==> src/sv/ddrp_pkg.sv <==
package ddrp_pkg;

  // Number of colour values in the last element of a record.
  localparam int NUM_COLOURS = 3;
  localparam int CIDX_W = $clog2(NUM_COLOURS + 1);
  // Colours that have an output port.
  localparam int PORT_COLOURS = 3;
  localparam int SHOWN_COLOURS = (NUM_COLOURS < PORT_COLOURS) ? NUM_COLOURS : PORT_COLOURS;

  localparam int VAL_W = 16;
  localparam int COL_W = 8;
  localparam int CHAR_W = 8;
  localparam int DIGIT_W = 4;
  localparam int PROD_W = VAL_W + 4;

  localparam logic [VAL_W-1:0] ACC_MAX = {VAL_W{1'b1}};
  localparam logic [COL_W-1:0] COLOUR_MAX = {COL_W{1'b1}};
  localparam logic [VAL_W-1:0] RATE_RESET = 16'd100;

  localparam logic [CHAR_W-1:0] CHAR_START = 8'h3A;  // ':'
  localparam logic [CHAR_W-1:0] CHAR_CLOSE = 8'h2E;  // '.'
  localparam logic [CHAR_W-1:0] CHAR_COMMA = 8'h2C;  // ','
  localparam logic [CHAR_W-1:0] CHAR_END = 8'h3B;    // ';'
  localparam logic [CHAR_W-1:0] CHAR_ZERO = 8'h30;   // '0'
  localparam logic [CHAR_W-1:0] CHAR_NINE = 8'h39;   // '9'

  localparam int QDEPTH = 2;
  localparam int QPTR_W = $clog2(QDEPTH);
  localparam int QCNT_W = $clog2(QDEPTH + 1);

  typedef enum logic [2:0] {
    CLS_NONE,
    CLS_DIGIT,
    CLS_START,
    CLS_CLOSE,
    CLS_COMMA,
    CLS_END
  } char_class_e;

  typedef enum logic [2:0] {
    ELEM_UNIT,
    ELEM_PATTERN,
    ELEM_RATE,
    ELEM_COLOUR,
    ELEM_IDLE
  } element_e;

  typedef struct packed {
    char_class_e cls;
    logic [DIGIT_W-1:0] digit;
  } cmd_t;

  typedef struct packed {
    logic valid;
    logic full;
  } q_status_t;

endpackage

==> src/sv/ddrp_front.sv <==
module ddrp_front (
  input  logic                       in_valid_i,
  input  logic [ddrp_pkg::CHAR_W-1:0] char_in_i,
  input  ddrp_pkg::q_status_t        q_status_i,
  output logic                       in_stall_o,
  output logic                       push_o,
  output ddrp_pkg::cmd_t             cmd_o
);
  import ddrp_pkg::*;

  logic [CHAR_W-1:0] digit_off;

  assign digit_off = char_in_i - CHAR_ZERO;

  always_comb begin
    cmd_o.digit = digit_off[DIGIT_W-1:0];
    if (char_in_i >= CHAR_ZERO && char_in_i <= CHAR_NINE) begin
      cmd_o.cls = CLS_DIGIT;
    end else if (char_in_i == CHAR_START) begin
      cmd_o.cls = CLS_START;
    end else if (char_in_i == CHAR_CLOSE) begin
      cmd_o.cls = CLS_CLOSE;
    end else if (char_in_i == CHAR_COMMA) begin
      cmd_o.cls = CLS_COMMA;
    end else if (char_in_i == CHAR_END) begin
      cmd_o.cls = CLS_END;
    end else begin
      cmd_o.cls = CLS_NONE;
    end
  end

  // Characters with no meaning are accepted and dropped here.
  assign in_stall_o = q_status_i.full;
  assign push_o = in_valid_i && !q_status_i.full && (cmd_o.cls != CLS_NONE);

endmodule

==> src/sv/ddrp_queue.sv <==
module ddrp_queue (
  input  logic                clk_i,
  input  logic                rst_ni,
  input  logic                push_i,
  input  ddrp_pkg::cmd_t      cmd_i,
  input  logic                pop_i,
  output ddrp_pkg::q_status_t status_o,
  output ddrp_pkg::cmd_t      cmd_o
);
  import ddrp_pkg::*;

  cmd_t              mem_q [QDEPTH];
  logic [QPTR_W-1:0] wr_ptr_q, wr_ptr_d;
  logic [QPTR_W-1:0] rd_ptr_q, rd_ptr_d;
  logic [QCNT_W-1:0] count_q, count_d;

  always_comb begin
    wr_ptr_d = push_i ? wr_ptr_q + 1'b1 : wr_ptr_q;
    rd_ptr_d = pop_i ? rd_ptr_q + 1'b1 : rd_ptr_q;
    count_d = count_q;
    if (push_i && !pop_i) begin
      count_d = count_q + 1'b1;
    end else if (pop_i && !push_i) begin
      count_d = count_q - 1'b1;
    end
  end

  always_ff @(posedge clk_i or negedge rst_ni) begin
    if (!rst_ni) begin
      wr_ptr_q <= '0;
      rd_ptr_q <= '0;
      count_q <= '0;
    end else begin
      wr_ptr_q <= wr_ptr_d;
      rd_ptr_q <= rd_ptr_d;
      count_q <= count_d;
    end
  end

  always_ff @(posedge clk_i) begin
    if (push_i) begin
      mem_q[wr_ptr_q] <= cmd_i;
    end
  end

  assign status_o.valid = (count_q != '0);
  assign status_o.full = (count_q == QCNT_W'(QDEPTH));
  assign cmd_o = mem_q[rd_ptr_q];

endmodule

==> src/sv/ddrp_back.sv <==
module ddrp_back (
  input  logic                       clk_i,
  input  logic                       rst_ni,
  input  logic                       q_valid_i,
  input  ddrp_pkg::cmd_t             cmd_i,
  output logic                       pop_o,
  input  logic                       out_stall_i,
  output logic                       out_valid_o,
  output logic [ddrp_pkg::VAL_W-1:0] unit_select_o,
  output logic [ddrp_pkg::VAL_W-1:0] pattern_select_o,
  output logic [ddrp_pkg::VAL_W-1:0] rate_value_o,
  output logic [ddrp_pkg::COL_W-1:0] red_o,
  output logic [ddrp_pkg::COL_W-1:0] green_o,
  output logic [ddrp_pkg::COL_W-1:0] blue_o
);
  import ddrp_pkg::*;

  element_e          elem_q, elem_d;
  logic [CIDX_W-1:0] cidx_q, cidx_d;
  logic [VAL_W-1:0]  acc_q, acc_d;
  logic              prefix_q, prefix_d;
  logic [VAL_W-1:0]  unit_q, unit_d;
  logic [VAL_W-1:0]  pattern_q, pattern_d;
  logic [VAL_W-1:0]  rate_q, rate_d;
  logic [COL_W-1:0]  colour_q [NUM_COLOURS];
  logic [COL_W-1:0]  colour_d [NUM_COLOURS];

  logic              out_valid_q, out_valid_d;
  logic [VAL_W-1:0]  out_unit_q, out_pattern_q, out_rate_q;
  logic [COL_W-1:0]  out_colour_q [PORT_COLOURS];
  logic [COL_W-1:0]  shown_colour [PORT_COLOURS];

  logic              emit;
  logic              in_number;
  logic [PROD_W-1:0] prod;
  logic [COL_W-1:0]  clamped;
  logic              slot_left;

  assign in_number = (elem_q == ELEM_UNIT) || (elem_q == ELEM_PATTERN) ||
                     (elem_q == ELEM_RATE);
  // acc * 10 + digit, as two shifted copies.
  assign prod = (PROD_W'(acc_q) << 3) + (PROD_W'(acc_q) << 1) + PROD_W'(cmd_i.digit);
  assign clamped = (acc_q > VAL_W'(COLOUR_MAX)) ? COLOUR_MAX : acc_q[COL_W-1:0];
  assign slot_left = (cidx_q < CIDX_W'(NUM_COLOURS));

  // Handshake side: a record end waits only while the result register is blocked.
  always_comb begin
    pop_o = q_valid_i && ((cmd_i.cls != CLS_END) || !out_valid_q || !out_stall_i);
    emit = pop_o && (cmd_i.cls == CLS_END);
    if (emit) begin
      out_valid_d = 1'b1;
    end else if (!out_stall_i) begin
      out_valid_d = 1'b0;
    end else begin
      out_valid_d = out_valid_q;
    end
  end

  always_comb begin
    elem_d = elem_q;
    cidx_d = cidx_q;
    acc_d = acc_q;
    prefix_d = prefix_q;
    unit_d = unit_q;
    pattern_d = pattern_q;
    rate_d = rate_q;
    for (int k = 0; k < NUM_COLOURS; k++) begin
      colour_d[k] = colour_q[k];
    end
    if (pop_o) begin
      unique case (cmd_i.cls)
        CLS_START: begin
          elem_d = ELEM_UNIT;
          cidx_d = '0;
          acc_d = '0;
          prefix_d = 1'b0;
        end
        CLS_DIGIT: begin
          if ((in_number && !prefix_q) || (elem_q == ELEM_COLOUR && slot_left)) begin
            acc_d = (prod > PROD_W'(ACC_MAX)) ? ACC_MAX : prod[VAL_W-1:0];
          end
        end
        CLS_CLOSE, CLS_END: begin
          if (elem_q == ELEM_UNIT) begin
            unit_d = acc_q;
          end else if (elem_q == ELEM_PATTERN) begin
            pattern_d = acc_q;
          end else if (elem_q == ELEM_RATE) begin
            rate_d = acc_q;
          end
          if (cmd_i.cls == CLS_CLOSE && in_number) begin
            elem_d = element_e'(elem_q + 3'd1);
          end else begin
            elem_d = ELEM_IDLE;
          end
          // A period inside the colour list drops the pending colour.
          if (cmd_i.cls == CLS_END && elem_q == ELEM_COLOUR && slot_left) begin
            for (int k = 0; k < NUM_COLOURS; k++) begin
              if (cidx_q == CIDX_W'(k)) begin
                colour_d[k] = clamped;
              end
            end
            cidx_d = cidx_q + 1'b1;
          end
          acc_d = '0;
          prefix_d = 1'b0;
        end
        CLS_COMMA: begin
          if (in_number) begin
            prefix_d = 1'b1;
          end else if (elem_q == ELEM_COLOUR) begin
            if (slot_left) begin
              for (int k = 0; k < NUM_COLOURS; k++) begin
                if (cidx_q == CIDX_W'(k)) begin
                  colour_d[k] = clamped;
                end
              end
              cidx_d = cidx_q + 1'b1;
            end
            acc_d = '0;
          end
        end
        default: begin
        end
      endcase
    end
  end

  always_comb begin
    for (int k = 0; k < PORT_COLOURS; k++) begin
      shown_colour[k] = '0;
    end
    for (int k = 0; k < SHOWN_COLOURS; k++) begin
      shown_colour[k] = colour_d[k];
    end
  end

  always_ff @(posedge clk_i or negedge rst_ni) begin
    if (!rst_ni) begin
      elem_q <= ELEM_UNIT;
      cidx_q <= '0;
      acc_q <= '0;
      prefix_q <= 1'b0;
      unit_q <= '0;
      pattern_q <= '0;
      rate_q <= RATE_RESET;
      for (int k = 0; k < NUM_COLOURS; k++) begin
        colour_q[k] <= '0;
      end
      out_valid_q <= 1'b0;
    end else begin
      elem_q <= elem_d;
      cidx_q <= cidx_d;
      acc_q <= acc_d;
      prefix_q <= prefix_d;
      unit_q <= unit_d;
      pattern_q <= pattern_d;
      rate_q <= rate_d;
      for (int k = 0; k < NUM_COLOURS; k++) begin
        colour_q[k] <= colour_d[k];
      end
      out_valid_q <= out_valid_d;
    end
  end

  always_ff @(posedge clk_i) begin
    if (emit) begin
      out_unit_q <= unit_d;
      out_pattern_q <= pattern_d;
      out_rate_q <= rate_d;
      for (int k = 0; k < PORT_COLOURS; k++) begin
        out_colour_q[k] <= shown_colour[k];
      end
    end
  end

  assign out_valid_o = out_valid_q;
  assign unit_select_o = out_unit_q;
  assign pattern_select_o = out_pattern_q;
  assign rate_value_o = out_rate_q;
  assign red_o = out_colour_q[0];
  assign green_o = out_colour_q[1];
  assign blue_o = out_colour_q[2];

endmodule

==> src/sv/delimited_decimal_record_parser.sv <==
// Channel   Direction  Handshake                 Payload
// input     in         in_valid_i / in_stall_o   char_in_i
// result    out        out_valid_o / out_stall_i unit_select_o, pattern_select_o,
//                                                rate_value_o, red_o, green_o, blue_o
//
// One character is accepted every cycle unless the queue is full; in the back end
// the multiply-by-ten accumulate sets the path length.
// A ';' request passes the queue and then the result register before its result shows.
// Reset clears the parser to the start of a record with rate 100 and all else zero.
// A two-entry queue sits between classification and execution; the input stalls
// only when it is full, which happens when a ';' waits on a blocked result register.
module delimited_decimal_record_parser (
  input  logic                       clk_i,
  input  logic                       rst_ni,
  input  logic                       in_valid_i,
  output logic                       in_stall_o,
  input  logic [ddrp_pkg::CHAR_W-1:0] char_in_i,
  output logic                       out_valid_o,
  input  logic                       out_stall_i,
  output logic [ddrp_pkg::VAL_W-1:0] unit_select_o,
  output logic [ddrp_pkg::VAL_W-1:0] pattern_select_o,
  output logic [ddrp_pkg::VAL_W-1:0] rate_value_o,
  output logic [ddrp_pkg::COL_W-1:0] red_o,
  output logic [ddrp_pkg::COL_W-1:0] green_o,
  output logic [ddrp_pkg::COL_W-1:0] blue_o
);
  import ddrp_pkg::*;

  q_status_t q_status;
  cmd_t      push_cmd;
  cmd_t      head_cmd;
  logic      q_push;
  logic      q_pop;

  ddrp_front u_front (
    .in_valid_i (in_valid_i),
    .char_in_i  (char_in_i),
    .q_status_i (q_status),
    .in_stall_o (in_stall_o),
    .push_o     (q_push),
    .cmd_o      (push_cmd)
  );

  ddrp_queue u_queue (
    .clk_i    (clk_i),
    .rst_ni   (rst_ni),
    .push_i   (q_push),
    .cmd_i    (push_cmd),
    .pop_i    (q_pop),
    .status_o (q_status),
    .cmd_o    (head_cmd)
  );

  ddrp_back u_back (
    .clk_i            (clk_i),
    .rst_ni           (rst_ni),
    .q_valid_i        (q_status.valid),
    .cmd_i            (head_cmd),
    .pop_o            (q_pop),
    .out_stall_i      (out_stall_i),
    .out_valid_o      (out_valid_o),
    .unit_select_o    (unit_select_o),
    .pattern_select_o (pattern_select_o),
    .rate_value_o     (rate_value_o),
    .red_o            (red_o),
    .green_o          (green_o),
    .blue_o           (blue_o)
  );

  a_no_push_when_full: assert property (@(posedge clk_i) disable iff (!rst_ni)
    q_push |-> !q_status.full)
    else $error("queue written while full");

  a_pop_needs_entry: assert property (@(posedge clk_i) disable iff (!rst_ni)
    q_pop |-> q_status.valid)
    else $error("queue read while empty");

  a_result_from_end: assert property (@(posedge clk_i) disable iff (!rst_ni)
    $rose(out_valid_o) |-> $past(q_pop && (head_cmd.cls == CLS_END)))
    else $error("result raised without a record end");

endmodule

==> config.mk <==
export PLATFORM = sky130hd
export DESIGN_NAME = delimited_decimal_record_parser
export DESIGN_NICKNAME = d
export VERILOG_FILES = /design/src/sv/ddrp_pkg.sv /design/src/sv/ddrp_front.sv /design/src/sv/ddrp_queue.sv /design/src/sv/ddrp_back.sv /design/src/sv/delimited_decimal_record_parser.sv
export SDC_FILE = /design/constraint.sdc
export NUM_CORES = 1
export LEC_CHECK = 0
export ABC_AREA = 1
export BUFFER_PORTS_ARGS = -buffer_cell sky130_fd_sc_hd__buf_2
export CAP_MARGIN = 20
export CORE_MARGIN = 4
export CORE_UTILIZATION = 53
export CTS_CLUSTER_DIAMETER = 50
export DETAILED_ROUTE_END_ITERATION = 10
export PLACE_DENSITY = 0.76
export SYNTH_ARGS = -nofsm -noshare
export SYNTH_HDL_FRONTEND = slang
export SYNTH_SLANG_ARGS = --single-unit
export TNS_END_PERCENT = 100
==> constraint.sdc <==
create_clock -name clk_i -period 4.5 [get_ports clk_i]
set_input_delay 0.225 -clock clk_i [delete_from_list [all_inputs] [get_ports clk_i]]
set_output_delay 0.225 -clock clk_i [all_outputs]
set_load 0.01 [all_outputs]
[Word level (Yosys, flattened, before mapping)]
Memories as Yosys holds them, arrays and structs flattened.
Cells that the tools add are included.
Operators by class
  add/sub/neg operators: 9
  magnitude comparators: 5
  eq/ne operators: 23
  muxes and demuxes: 49
  reductions and logical operators: 38
Operator list (count)
  two-way mux 16 bit: 16
  two-way mux 24 bit: 5
  case mux 16 bit (3 select lines): 1
  case mux 24 bit (2 select lines): 1
  == test 8 x 6 -> 1 bit, second input constant: 4
  two-way mux 8 bit: 4
  adder 19 x 17 -> 20 bit: 1
  adder 20 x 4 -> 20 bit: 1
  > comparator 20 x 16 -> 1 bit, second input constant: 1
  two-way mux 3 bit: 6
  > comparator 16 x 8 -> 1 bit, second input constant: 1
  == test 3 x 2 -> 1 bit, second input constant: 4
  logical AND 1 bit: 12
  two-way mux 2 bit: 6
  != test 2 x 1 -> 1 bit, second input constant: 6
  nonzero test 3 bit: 3
  greater-or-equal comparator 8 x 6 -> 1 bit, second input constant: 1
  <= comparator 8 x 6 -> 1 bit, second input constant: 1
  nonzero test 2 bit: 4
  two-way mux 1 bit: 7
  == test 3 x 1 -> 1 bit, second input constant: 2
  == test 3 bit, second input constant: 2
  zero test 1 bit: 6
  case mux 2 bit (3 select lines): 1
  other kinds (21): 28
Word-level totals
  register bits after elaboration: 147
  memory bits (writable): 38
  input port bits: 12
  output and inout bits: 74
  word-level logic and storage cells: 143
  memories kept: 2
Memory list
  u_back.out_colour_q: depth 3, bits a word 8, read ports 3, clocked after Yosys merged registers in 0, wr ports 3, line ddrp_back.sv:30  | logic [COL_W-1:0] out_colour_q [PORT_COLOURS];
  u_queue.mem_q: depth 2, bits a word 7, read ports 1, clocked after Yosys merged registers in 0, wr ports 1, line ddrp_queue.sv:12  | cmd_t mem_q [QDEPTH];

[Depth between registers and ports, before layout]
Gate-level depths: netlist of the first run.
  word-level depth: 12
  depth in mapped cells: 20
  mapped depth without buffers: 18

[By module]
From an unflattened synthesis of the first run, not the netlist that was laid out.
Unflattened totals
  cells, all modules: 816
  area, all modules: 8385.5 um^2
By module, submodules not included
  ddrp_back: times used 1, cells an instance 720, area an instance 7408.4 um^2, sequential area each 4543.1 um^2
  ddrp_queue: times used 1, cells an instance 47, area an instance 743.2 um^2, sequential area each 520.5 um^2
  ddrp_front: times used 1, cells an instance 49, area an instance 234.0 um^2, sequential area each 0.0 um^2

[Worst setup path before layout of the first run]
OpenSTA, ideal clock, no wires.
  path kind: register -> register
  start: register u_queue.rd_ptr_q
  end: memory u_back.out_colour_q[0][0] (enable)
  setup time: 0.503 ns
  arrival: 3.995 ns
  data required time: 3.997 ns
  path slack: 0.002 ns
  cell stages (with the launch flop): 9
  buffers on the path: 1
  clock period less this slack: 4.498 ns
  path through: dfrtp_1 > buf_6 > nand2_2 > o21ai_4 > nand2_4 > nor2_8 > inv_6 > o22ai_4 > nor2_1
RTL lines
  from (decl): line ddrp_queue.sv:14  | logic [QPTR_W-1:0] rd_ptr_q, rd_ptr_d;
  from (signal assigned): line ddrp_queue.sv:35  | rd_ptr_q <= rd_ptr_d;
  to (decl): line ddrp_back.sv:30

[Worst setup path in the final report of the first run]
  start: register u_queue.rd_ptr_q
  end: register u_back.acc_q[3]
On the way
  word-level cells in the longest chain between the ends: 6
  elaborated cells between the ends (all ways): 21
  those cells by class: 1 x add/sub; 1 x order compare; 9 x eq/ne; 3 x mux; 6 x reduce/logical; 1 x memory
Ends and longest elaborated chain
  memory read (2 x 7 bit) (*)
  adder 20 x 4 -> 20 bit / != test 3 bit (equally long branches): line ddrp_back.sv:42, ddrp_back.sv:48
  > comparator 20 x 16 -> 1 bit / logical OR 1 bit (equally long branches): line ddrp_back.sv:80, ddrp_back.sv:48
  two-way mux 16 bit / logical OR 1 bit (equally long branches): line ddrp_back.sv:80, ddrp_back.sv:48
  two-way mux 16 bit / logical AND 1 bit (equally long branches): line ddrp_back.sv:79, ddrp_back.sv:48
  case mux 16 bit (3 select lines) / AND reduction 5 bit (equally long branches)
  to (signal assigned): line ddrp_back.sv:142  | acc_q <= '0;
  to (signal assigned): line ddrp_back.sv:154  | acc_q <= acc_d;
  to (decl): line ddrp_back.sv:20  | logic [VAL_W-1:0] acc_q, acc_d;
Mark *: on every way between the ends. The rest lies on a longest branch, timed or not. The select of a mux whose other input is x is not followed.
A chain may end at the register's enable or synchronous reset.

==> results of run 1 <==
[path summary, 6_finish.rpt]
kind,depth (start not counted),startpoint,to
min in group asynchronous,2,rst_ni,u_back.rate_q[15]
worst min register to register,2,u_queue.wr_ptr_q,u_queue.wr_ptr_q
worst max register to register,17,u_queue.rd_ptr_q,u_back.acc_q[3]
worst min-delay path,1,char_in_i[2],u_queue.mem_q[0][2]
max in group asynchronous,3,rst_ni,u_back.colour_q[10]
worst max-delay path,17,u_queue.rd_ptr_q,u_back.acc_q[3]
[sequential cells by signal, indices dropped and copies added, names as in the netlist, 16 cells and up]
register and count:
u_back.pattern_q 16, u_back.unit_q 16, u_back.acc_q 16, u_back.pattern_select_o 16, u_back.rate_q 16, u_back.rate_value_o 16, u_back.colour_q 24, u_back.out_colour_q 24
u_back.unit_select_o 16
[Yosys cell counts, types with 3 or more instances]
cell        n  area, um^2
nand2_2     3        18.8
o21ai_0    74         370
nand3_1    33         165
a21oi_1    16        80.1
buf_2       4        20.0
nand4_1     5        31.3
dfstp_2     3        78.8
o21ai_1    13        65.1
nand2_1   259         972
edfxtp_1   86        2580
nand2_4     5        56.3
nor2_1     28         105
buf_4       4        30.0
a31oi_1    10        62.6
buf_6       3        33.8
dfrtp_1    96        2400
inv_2       4        15.0
xor2_1      4        35.0
xnor2_1     8        70.1
nor4_1      3        18.8
inv_1      78         293
ha_1       41         513
clkbuf_1    3        11.3
[logic make-up (layout without fill, tap and decap cells)]
logic type / Yosys count / in the layout
buffers and inverters: 101 / 208
muxes: 1 / 1
and+or+nand+nor: 351 / 351
AOI/OAI and AO/OA: 121 / 121
xor gates and xnor gates: 12 / 12
adders and majority gates: 43 / 43
DFF: 185 / 185
[final cells by class]
class,instances,area (um^2),area share (%)
clock buffer,19,464,4.86
clock inverter,13,106,1.11
inverter,85,329,3.44
multi-input combinational,528,2860,29.9
sequential,185,5060,53.0
tap,211,264,2.76
timing repair buffer,91,473,4.95
[routing by layer]
metal	up-vias	wire length, um
met4	0	170
met2	165	7610
met3	10	859
li1	2883	-
met1	2755	7770
met5	-	0
[through the flow]
step / setup WS (ns) / total power [uW] / util (%) / hold slack, ns
final: 1.18 / 6660 / 62.4 / 0.0152
after global routing: 0.818 / 7210 / 62.4 / 0.00161
after CTS: 1.21 / 6660 / 62.4 / 0.000783
after detailed placement: 1.22 / 5250 / 58.6 / 0.301
after global placement: 1.29 / 5190 / 58.6 / 0.301
after floorplan: 0.00241 / 4570 / - / -0.0706
[report_power, final]
group	leakage (uW)	switching (uW)	total (uW)	internal [uW]
clock	0.000279	644	1410	768
sequential	0.00212	226	2350	2120
combinational	0.00227	1900	2890	990
[worst register-to-register path, cell delays in order, from the launching register on]
cell     delay, ns
dfrtp_1       0.61
inv_4         0.09
nand2_1       0.07
nand2_1       0.06
fa_1          0.49
fa_1          0.47
nand2_1       0.09
nand2_1       0.08
nand3_1       0.09
nand2_1       0.11
nand2_1       0.10
nand2_1       0.05
nand2_1       0.05
nand2_1       0.06
nor2_2        0.47
nand3_1       0.18
nand2_1       0.10
nand2_1       0.05
==> metrics.yaml, run 1 <==
status: "finished, final reports clean"
gr-usage-met1_pct: 26.8
power.density_nw_per_um2: 696
synth-edff-count: 86
setup_viol: 0
nFillCells: 1243
gr-total-overflow: 0
worstSetupStartpointType: "flop"
post-route-period-util_pct: 73.8
ys_ff_latch: 185
crit_buf_inv: 1
vias: 5813
tightest_slew_ns: 0.901
cts_sinks: 185
maxCapViolCount: 0
met3_usage_pct: 4.49
cts_tree: "done"
synthFlopType: "dfrtp_1"
cp.required_ns: 4.82
finalCriticalPeriod_ns: 3.32
cts_root_buf: "clkbuf_16"
max_freq_mhz: 301
dr.pass1.iters: 5
grt_pass1_vias: 5484
cp_top_family: "simple AND/OR/NAND/NOR gates"
hold_buffers: 1
synthArstFlopShare_pct: 53.5
avgSynthCellArea_um2: 10.3
finalHoldViolCount: 0
cp_cell_sequence: "inv_4 -> nand2_1 -> nand2_1 -> fa_1 -> fa_1 -> nand2_1 -> nand2_1 -> nand3_1 -> nand2_1 -> nand2_1 -> nand2_1 -> nand2_1 -> nand2_1 -> nor2_2 -> nand3_1 -> nand2_1 -> nand2_1"
start_util_pct: 54.5
critPathArrivalTime_ns: 3.64
skew_ns: 0.0122
placedCellCount: 1098
synth_fp_nets: 869
antennaDiodeCount: 0
layout_common_cells: "nand2_1, dfrtp_1, edfxtp_1, buf_2, inv_1"
synth_top_family_by_area: "simple AND/OR/NAND/NOR gates"
end_kind: "flop"
report.final.slew_viol_count: 0
cp_common_cell: "nand2_1"
synth-xor-area-share_pct: 1.26
die_h_um: 134
synthMuxAreaShare_pct: 0.120
synthAdderAreaFrac_pct: 6.62
hold_path.class: "in -> reg"
synthCells: 814
rows: 45
drc: 0
routed_via_density: 5.14
antenna_found_initial: 0
clk_pin_slew_worst_paths_ns: 0.07
wl_per_cell_um: 14.5
cp_max_fo: 16
post_cts_buffers: 0
r2r_slack_ns: 1.18
die_area_um2: 17800
seq_area_frac_synth_pct: 60.6
numCtsBuffers: 17
final_cell_count_no_fill: 1132
clockBufferDepth: 2
final_cell_area_um2: 9560
synth_compound_area_share_pct: 8.20
grt_pass1_wl_um: 27100
cts_max_level: 4
place.gp.congestion: 0.855
fin_setup_tns_ns: 0
rsz0062_at_grt: "no"
core_area_um2: 15300
grtUsageMet2_pct: 30.0
hpwl_um: 11600
leakagePower_uw: 0.00467
detail-route-antenna-nets: 0
io_buffers: 85
synthesis.area_um2: 8350
syn2layout_area_growth_pct: 14.5
drtIter0Drc: 374
vdd_drop_max_mv: 0.387
path_class: "reg -> reg"
synth-simple-area-share_pct: 18.0
cts-resized-gates: 0
worstSkewPairLatency_ns: 0.43
gr-usage-all-layers_pct: 19.0
yosys_warnings: 0
slew_headroom_pct: 39.9
nets: 963
synth_cell_types: 44
dieWidth_um: 134
grt_start_max_net_pins: 73
layout_commonest_cell: "nand2_1"
cpPeakStageDelay_ns: 0.61
top_usage_layer: "met2"
placed_cell_area_um2: 8970
cp_slowest_cell: "dfrtp_1"
drive_gt1_share_pct: 16.5
ios: 86
wl_um: 16400
Power figures use the tool's default switching activity.
==> inputs of run 2 (changes only) <==
==> constraint.sdc (replaced) <==
create_clock -name clk_i -period 2.8 [get_ports clk_i]
set_input_delay 0.14 -clock clk_i [delete_from_list [all_inputs] [get_ports clk_i]]
set_output_delay 0.14 -clock clk_i [all_outputs]
set_load 0.01 [all_outputs]
==> metrics.yaml, run 2 (synthesized netlist as in run 1, its figures left out) <==
status: "finished with violations"
violations: "negative setup slack"
max_freq_mhz: 357
hold_path.class: "in -> reg"
leakagePower_uw: 0.00481
cts_tree: "done"
end_kind: "flop"
cp_top_family: "simple AND/OR/NAND/NOR gates"
cp_max_fo: 8
dr.pass1.iters: 7
syn2layout_area_growth_pct: 19.4
vdd_drop_max_mv: 0.613
report.final.slew_viol_count: 0
drive_gt1_share_pct: 20.7
layout_setup_ws_ns: -0.000472
cts_max_level: 4
utilization_pct: 65.1
reg.largest.list: "u_back.colour_q x24, u_back.out_colour_q x24"
power.total_uw: 11900
routed_via_density: 5.09
die_area_um2: 17800
grt_start_max_net_pins: 42
clk_pin_slew_worst_paths_ns: 0.07
placed_cell_area_um2: 9140
finalCriticalPeriod_ns: 2.80
cp_common_cell: "nand2_2"
drtIter0Drc: 367
worstSetupStartpointType: "flop"
gr-total-overflow: 0
vias: 5879
nets: 985
core_area_um2: 15300
place.gp.congestion: 0.884
path_class: "reg -> reg"
finalHoldViolCount: 0
io_buffers: 85
hp-start: "out_stall_i"
die_h_um: 134
r2r-start: "u_queue.rd_ptr_q"
startpoint: "u_queue.rd_ptr_q"
hpwl_um: 11800
layout_commonest_cell: "nand2_1"
skew_ns: 0.0119
setup_viol: 1
ios: 86
tightest_slew_ns: 0.602
grt_pass1_wl_um: 27500
drc: 0
layout_common_cells: "nand2_1, dfrtp_1, edfxtp_1, buf_2, inv_1"
nFillCells: 1213
clockBufferDepth: 2
cts_root_buf: "clkbuf_16"
detail-route-antenna-nets: 0
start_util_pct: 54.5
cp.required_ns: 3.12
cp_cell_sequence: "inv_4 -> nand2_2 -> nand2_2 -> fa_2 -> fa_2 -> nand2_2 -> nand2_2 -> nand3_2 -> nand2_4 -> nand2_2 -> nand2_1 -> nand2_1 -> nand2_2 -> nor2_4 -> clkbuf_16 -> nand3_1 -> nand2_1 -> nand2_1"
slew_headroom_pct: 59.8
critPathArrivalTime_ns: 3.12
antennaDiodeCount: 0
power.density_nw_per_um2: 1190
maxCapViolCount: 0
cpPeakStageDelay_ns: 0.48
dieWidth_um: 134
post-route-period-util_pct: 100
worstSkewPairLatency_ns: 0.43
wl_per_cell_um: 14.9
grt_pass1_vias: 5590
crit_buf_inv: 2
rows: 45
cts_sinks: 185
cp_slowest_cell: "fa_2"
antenna_found_initial: 0
rsz0062_at_grt: "yes"
numCtsBuffers: 17
gr-usage-all-layers_pct: 19.4
wl_um: 17200
final_cell_area_um2: 9970
-- run 2: cell types whose count changed in the layout (fill, tap and decap cells not counted), moves of 3 or more --
cell,change
nand3_2,+11
clkbuf_1,+3
dlygate4sd3_1,+5
buf_4,+11
nand2_2,+11
buf_12,+5
nand2_1,-12
nand3_1,-11
-- run 2: through the flow --
stage	TNS (ns)	hold WS [ns]	std cells	setup slack, ns
5_1_grt	-1.28	0.0695	1154	-0.129
6_report	-0.000472	0.0453	1154	-0.000472
3_3_place_gp	0	0.156	1111	0.0830
3_5_place_dp	-0.0996	0.165	1111	-0.0292
4_1_cts	0	0.0353	1149	0.0368
2_1_floorplan	0	-0.156	814	0.0126
-- run 2: routing by layer --
metal  wire length [um]  track usage [%]
met1               7670             26.4
met2               8380             31.5
met3                888             4.42
met4                298             5.94
met5                  0                0
-- run 2: final timing paths --
kind	end	cells past startpoint	slack (ns)
worst max-delay path	u_back.acc_q[6]	18	-0.0005
worst min-delay path	u_back.out_valid_o	3	0.05
worst max register to register	u_back.acc_q[6]	18	-0.0005
worst min register to register	u_back.pattern_q[14]	2	0.50
max in group asynchronous	u_back.pattern_q[9]	3	1.89
min in group asynchronous	u_back.rate_q[13]	2	0.22
-- run 2: cell type report --
| cell class | instances | area, um^2 | area share (%) |
|---|---|---|---|
| inverters | 85 | 329 | 3.30 |
| flip-flops and latches | 185 | 5060 | 50.8 |
| clock inverters | 12 | 145 | 1.46 |
| multi-input cells | 528 | 2980 | 29.9 |
| clock buffers | 20 | 437 | 4.38 |
| repair buffers | 113 | 751 | 7.53 |
| well taps | 211 | 264 | 2.65 |
-- run 2: worst reg2reg max path, cell delays in order (launching register included) --
cell and delay, ns:
dfrtp_2 0.45, inv_4 0.08, nand2_2 0.05, nand2_2 0.07, fa_2 0.48, fa_2 0.40
nand2_2 0.07, nand2_2 0.07, nand3_2 0.10, nand2_4 0.06, nand2_2 0.06, nand2_1 0.06
nand2_1 0.09, nand2_2 0.07, nor2_4 0.17, clkbuf_16 0.19, nand3_1 0.08, nand2_1 0.07
nand2_1 0.07
-- run 2: timing repair --
action / CTS / global route
pin swaps: 0 / 19
endpoints found under the hold margin: 47 / 0
endpoints found under the setup margin: 14 / 16
gates cloned: 0 / 2
hold buffers: 6 / 0
buffers inserted: 0 / 3
resized for setup: 2 / 29
-- run 2: power breakdown --
group | internal, uW | switching, uW
sequential | 3410 | 333
combinational | 2200 | 3560
clock | 1330 | 1020
==> inputs of run 3 (changes only) <==
--- a/config.mk
+++ b/config.mk
@@ -12,6 +12,7 @@
 export CORE_UTILIZATION = 53
 export CTS_CLUSTER_DIAMETER = 50
 export DETAILED_ROUTE_END_ITERATION = 10
+export HOLD_SLACK_MARGIN = 0.02
 export PLACE_DENSITY = 0.76
 export SYNTH_ARGS = -nofsm -noshare
 export SYNTH_HDL_FRONTEND = slang
==> constraint.sdc (replaced) <==
create_clock -name clk_i -period 2.3 [get_ports clk_i]
set_input_delay 0.115 -clock clk_i [delete_from_list [all_inputs] [get_ports clk_i]]
set_output_delay 0.115 -clock clk_i [all_outputs]
set_load 0.01 [all_outputs]
==> metrics.yaml, run 3 (synthesized netlist as in run 1, its figures left out) <==
switchingPower_uw: 6430
critPathArrivalTime_ns: 2.95
finalHoldViolCount: 0
antenna_found_initial: 0
drive_gt1_share_pct: 30.0
worstSkewPairLatency_ns: 0.43
cts_sinks: 185
core_area_um2: 15300
vias: 6454
tightest_slew_ns: 0.563
routed_via_density: 5.34
detail-route-antenna-nets: 0
cp_cell_sequence: "nand2_1 -> nand2_2 -> fa_1 -> fa_2 -> nand2_2 -> nand2_2 -> nand3b_1 -> nand2_2 -> nand2_2 -> nand2_1 -> nand2_1 -> nand2_2 -> nor2_4 -> clkbuf_16 -> nand3_1 -> nand2_1 -> nand2_1"
wl_per_cell_um: 17.0
nFillCells: 1071
dieWidth_um: 134
wl_um: 20500
cts_root_buf: "clkbuf_16"
place_ws_ns: -0.356
rows: 45
syn2layout_area_growth_pct: 29.3
violations: "negative setup slack"
leakagePower_uw: 0.00513
post-route-period-util_pct: 114
gr-usage-all-layers_pct: 19.8
dr.pass1.iters: 6
clockBufferDepth: 2
place.gp.congestion: 0.888
layout_common_cells: "nand2_1, dfrtp_1, edfxtp_1, buf_2, inv_1"
cp_slowest_cell: "fa_1"
skew_ns: 0.0109
end_kind: "flop"
status: "finished with violations"
clkPwrFrac_pct: 19.5
grt_pass1_vias: 5760
cpPeakStageDelay_ns: 0.50
worstSetupStartpointType: "flop"
cts_tree: "done"
cp.required_ns: 2.62
clk_pin_slew_worst_paths_ns: 0.07
die_h_um: 134
crit_buf_inv: 1
reg.largest.list: "u_back.colour_q x24, u_back.out_colour_q x24"
hpwl_um: 12200
cp_max_fo: 8
path_class: "reg -> reg"
layout_setup_ws_ns: -0.330
hold_path.class: "in -> reg"
p_comb_share_pct: 52.0
max_freq_mhz: 380
ios: 86
report.final.slew_viol_count: 0
p_int_uw: 9420
multi_input_area_um2: 3330
maxCapViolCount: 0
numCtsBuffers: 17
slew_headroom_pct: 62.3
swShare_pct: 40.6
cp_top_family: "simple AND/OR/NAND/NOR gates"
start_util_pct: 54.5
drc: 0
sequentialPowerShare_pct: 28.5
cts_max_level: 4
utilization_pct: 70.5
seqCellArea_um2: 5060
drtIter0Drc: 603
cp_common_cell: "nand2_2"
die_area_um2: 17800
nets: 1040
io_buffers: 85
gr-total-overflow: 0
vdd_drop_max_mv: 0.916
finalCriticalPeriod_ns: 2.63
grt_pass1_wl_um: 28100
power.density_nw_per_um2: 1470
antennaDiodeCount: 0
setup_viol: 17
grt_start_max_net_pins: 56
rsz0062_at_grt: "yes"
layout_commonest_cell: "nand2_1"
[run 3: cell count changes in the layout (fill, tap and decap cells not counted), moves of 10 or more]
| cell | before | now |
|---|---|---|
| o21ai_2 | 1 | 22 |
| o21ai_1 | 13 | 23 |
| nand2_2 | 14 | 28 |
| o21ai_0 | 74 | 42 |
| buf_4 | 16 | 58 |
| nand2_1 | 247 | 232 |
[run 3: path summary, 6_finish.rpt]
kind                              startpoint                  to  slack (ns)  depth (start not counted)
max                         u_queue.rd_ptr_q    u_back.acc_q[15]       -0.33                         17
min                              out_stall_i  u_back.out_valid_o        0.04                          3
max reg2reg                 u_queue.rd_ptr_q    u_back.acc_q[15]       -0.33                         17
min reg2reg                u_back.rate_q[15]   u_back.rate_q[15]        0.47                          2
max in group asynchronous             rst_ni    u_queue.rd_ptr_q        1.50                          3
min in group asynchronous             rst_ni    u_back.acc_q[12]        0.06                          2
[run 3: per-layer routing]
layer	global-route usage, %	share of wire (%)	up-vias	wire length (um)
li1	-	-	3061	-
met1	28.4	43	3099	8780
met2	29.9	49	252	10100
met3	4.49	5.9	42	1220
met4	7.14	2.4	0	493
met5	0	0	-	0
[run 3: repair_timing]
item | 4_1_cts | 5_1_grt
hold buffers | 6 | 0
resized for setup | 6 | 119
hold endpoints to repair | 105 | 0
pin swaps | 0 | 14
setup endpoints to repair | 16 | 124
buffers inserted | 1 | 15
cloned | 0 | 7
[run 3: cell type report]
cell class,instances,share of cell area (%)
clock inverters,13,1.67
clock buffers,19,4.19
well taps,211,2.44
repair buffers,162,10.9
multi-input cells,534,30.8
inverters,85,3.05
flip-flops and latches,185,46.9
[run 3: worst reg2reg max path, cell delays in order (launching register included)]
cell,delay [ns]
dfrtp_2,0.44
nand2_1,0.09
nand2_2,0.05
fa_1,0.50
fa_2,0.39
nand2_2,0.08
nand2_2,0.05
nand3b_1,0.09
nand2_2,0.07
nand2_2,0.06
nand2_1,0.05
nand2_1,0.07
nand2_2,0.06
nor2_4,0.15
clkbuf_16,0.18
nand3_1,0.07
nand2_1,0.07
nand2_1,0.05
[run 3: per-stage QoR]
step / instances / power (uW) / hold WS [ns] / cell area, um^2 / setup TNS (ns)
floorplan: 814 / 9110 / -0.181 / 8390 / -16.77
global placement: 1148 / 11400 / -0.0406 / 9450 / -3.99
detailed placement: 1148 / 11600 / -0.0348 / 9450 / -5.33
CTS: 1187 / 14700 / 0.0228 / 10200 / -4.46
global route: 1209 / 16900 / 0.0304 / 10800 / -10.38
finish: 1209 / 15800 / 0.0380 / 10800 / -4.79
[run 3: power groups by stage]
| stage | clock, uW | sequential [uW] | combinational (uW) |
|---|---|---|---|
| after floorplan | 0 | 4570 | 4540 |
| after global placement | 0 | 4530 | 6920 |
| after detailed placement | 0 | 4550 | 7040 |
| after CTS | 3100 | 4490 | 7140 |
| after global routing | 3260 | 4570 | 9070 |
| final | 3090 | 4520 | 8240 |
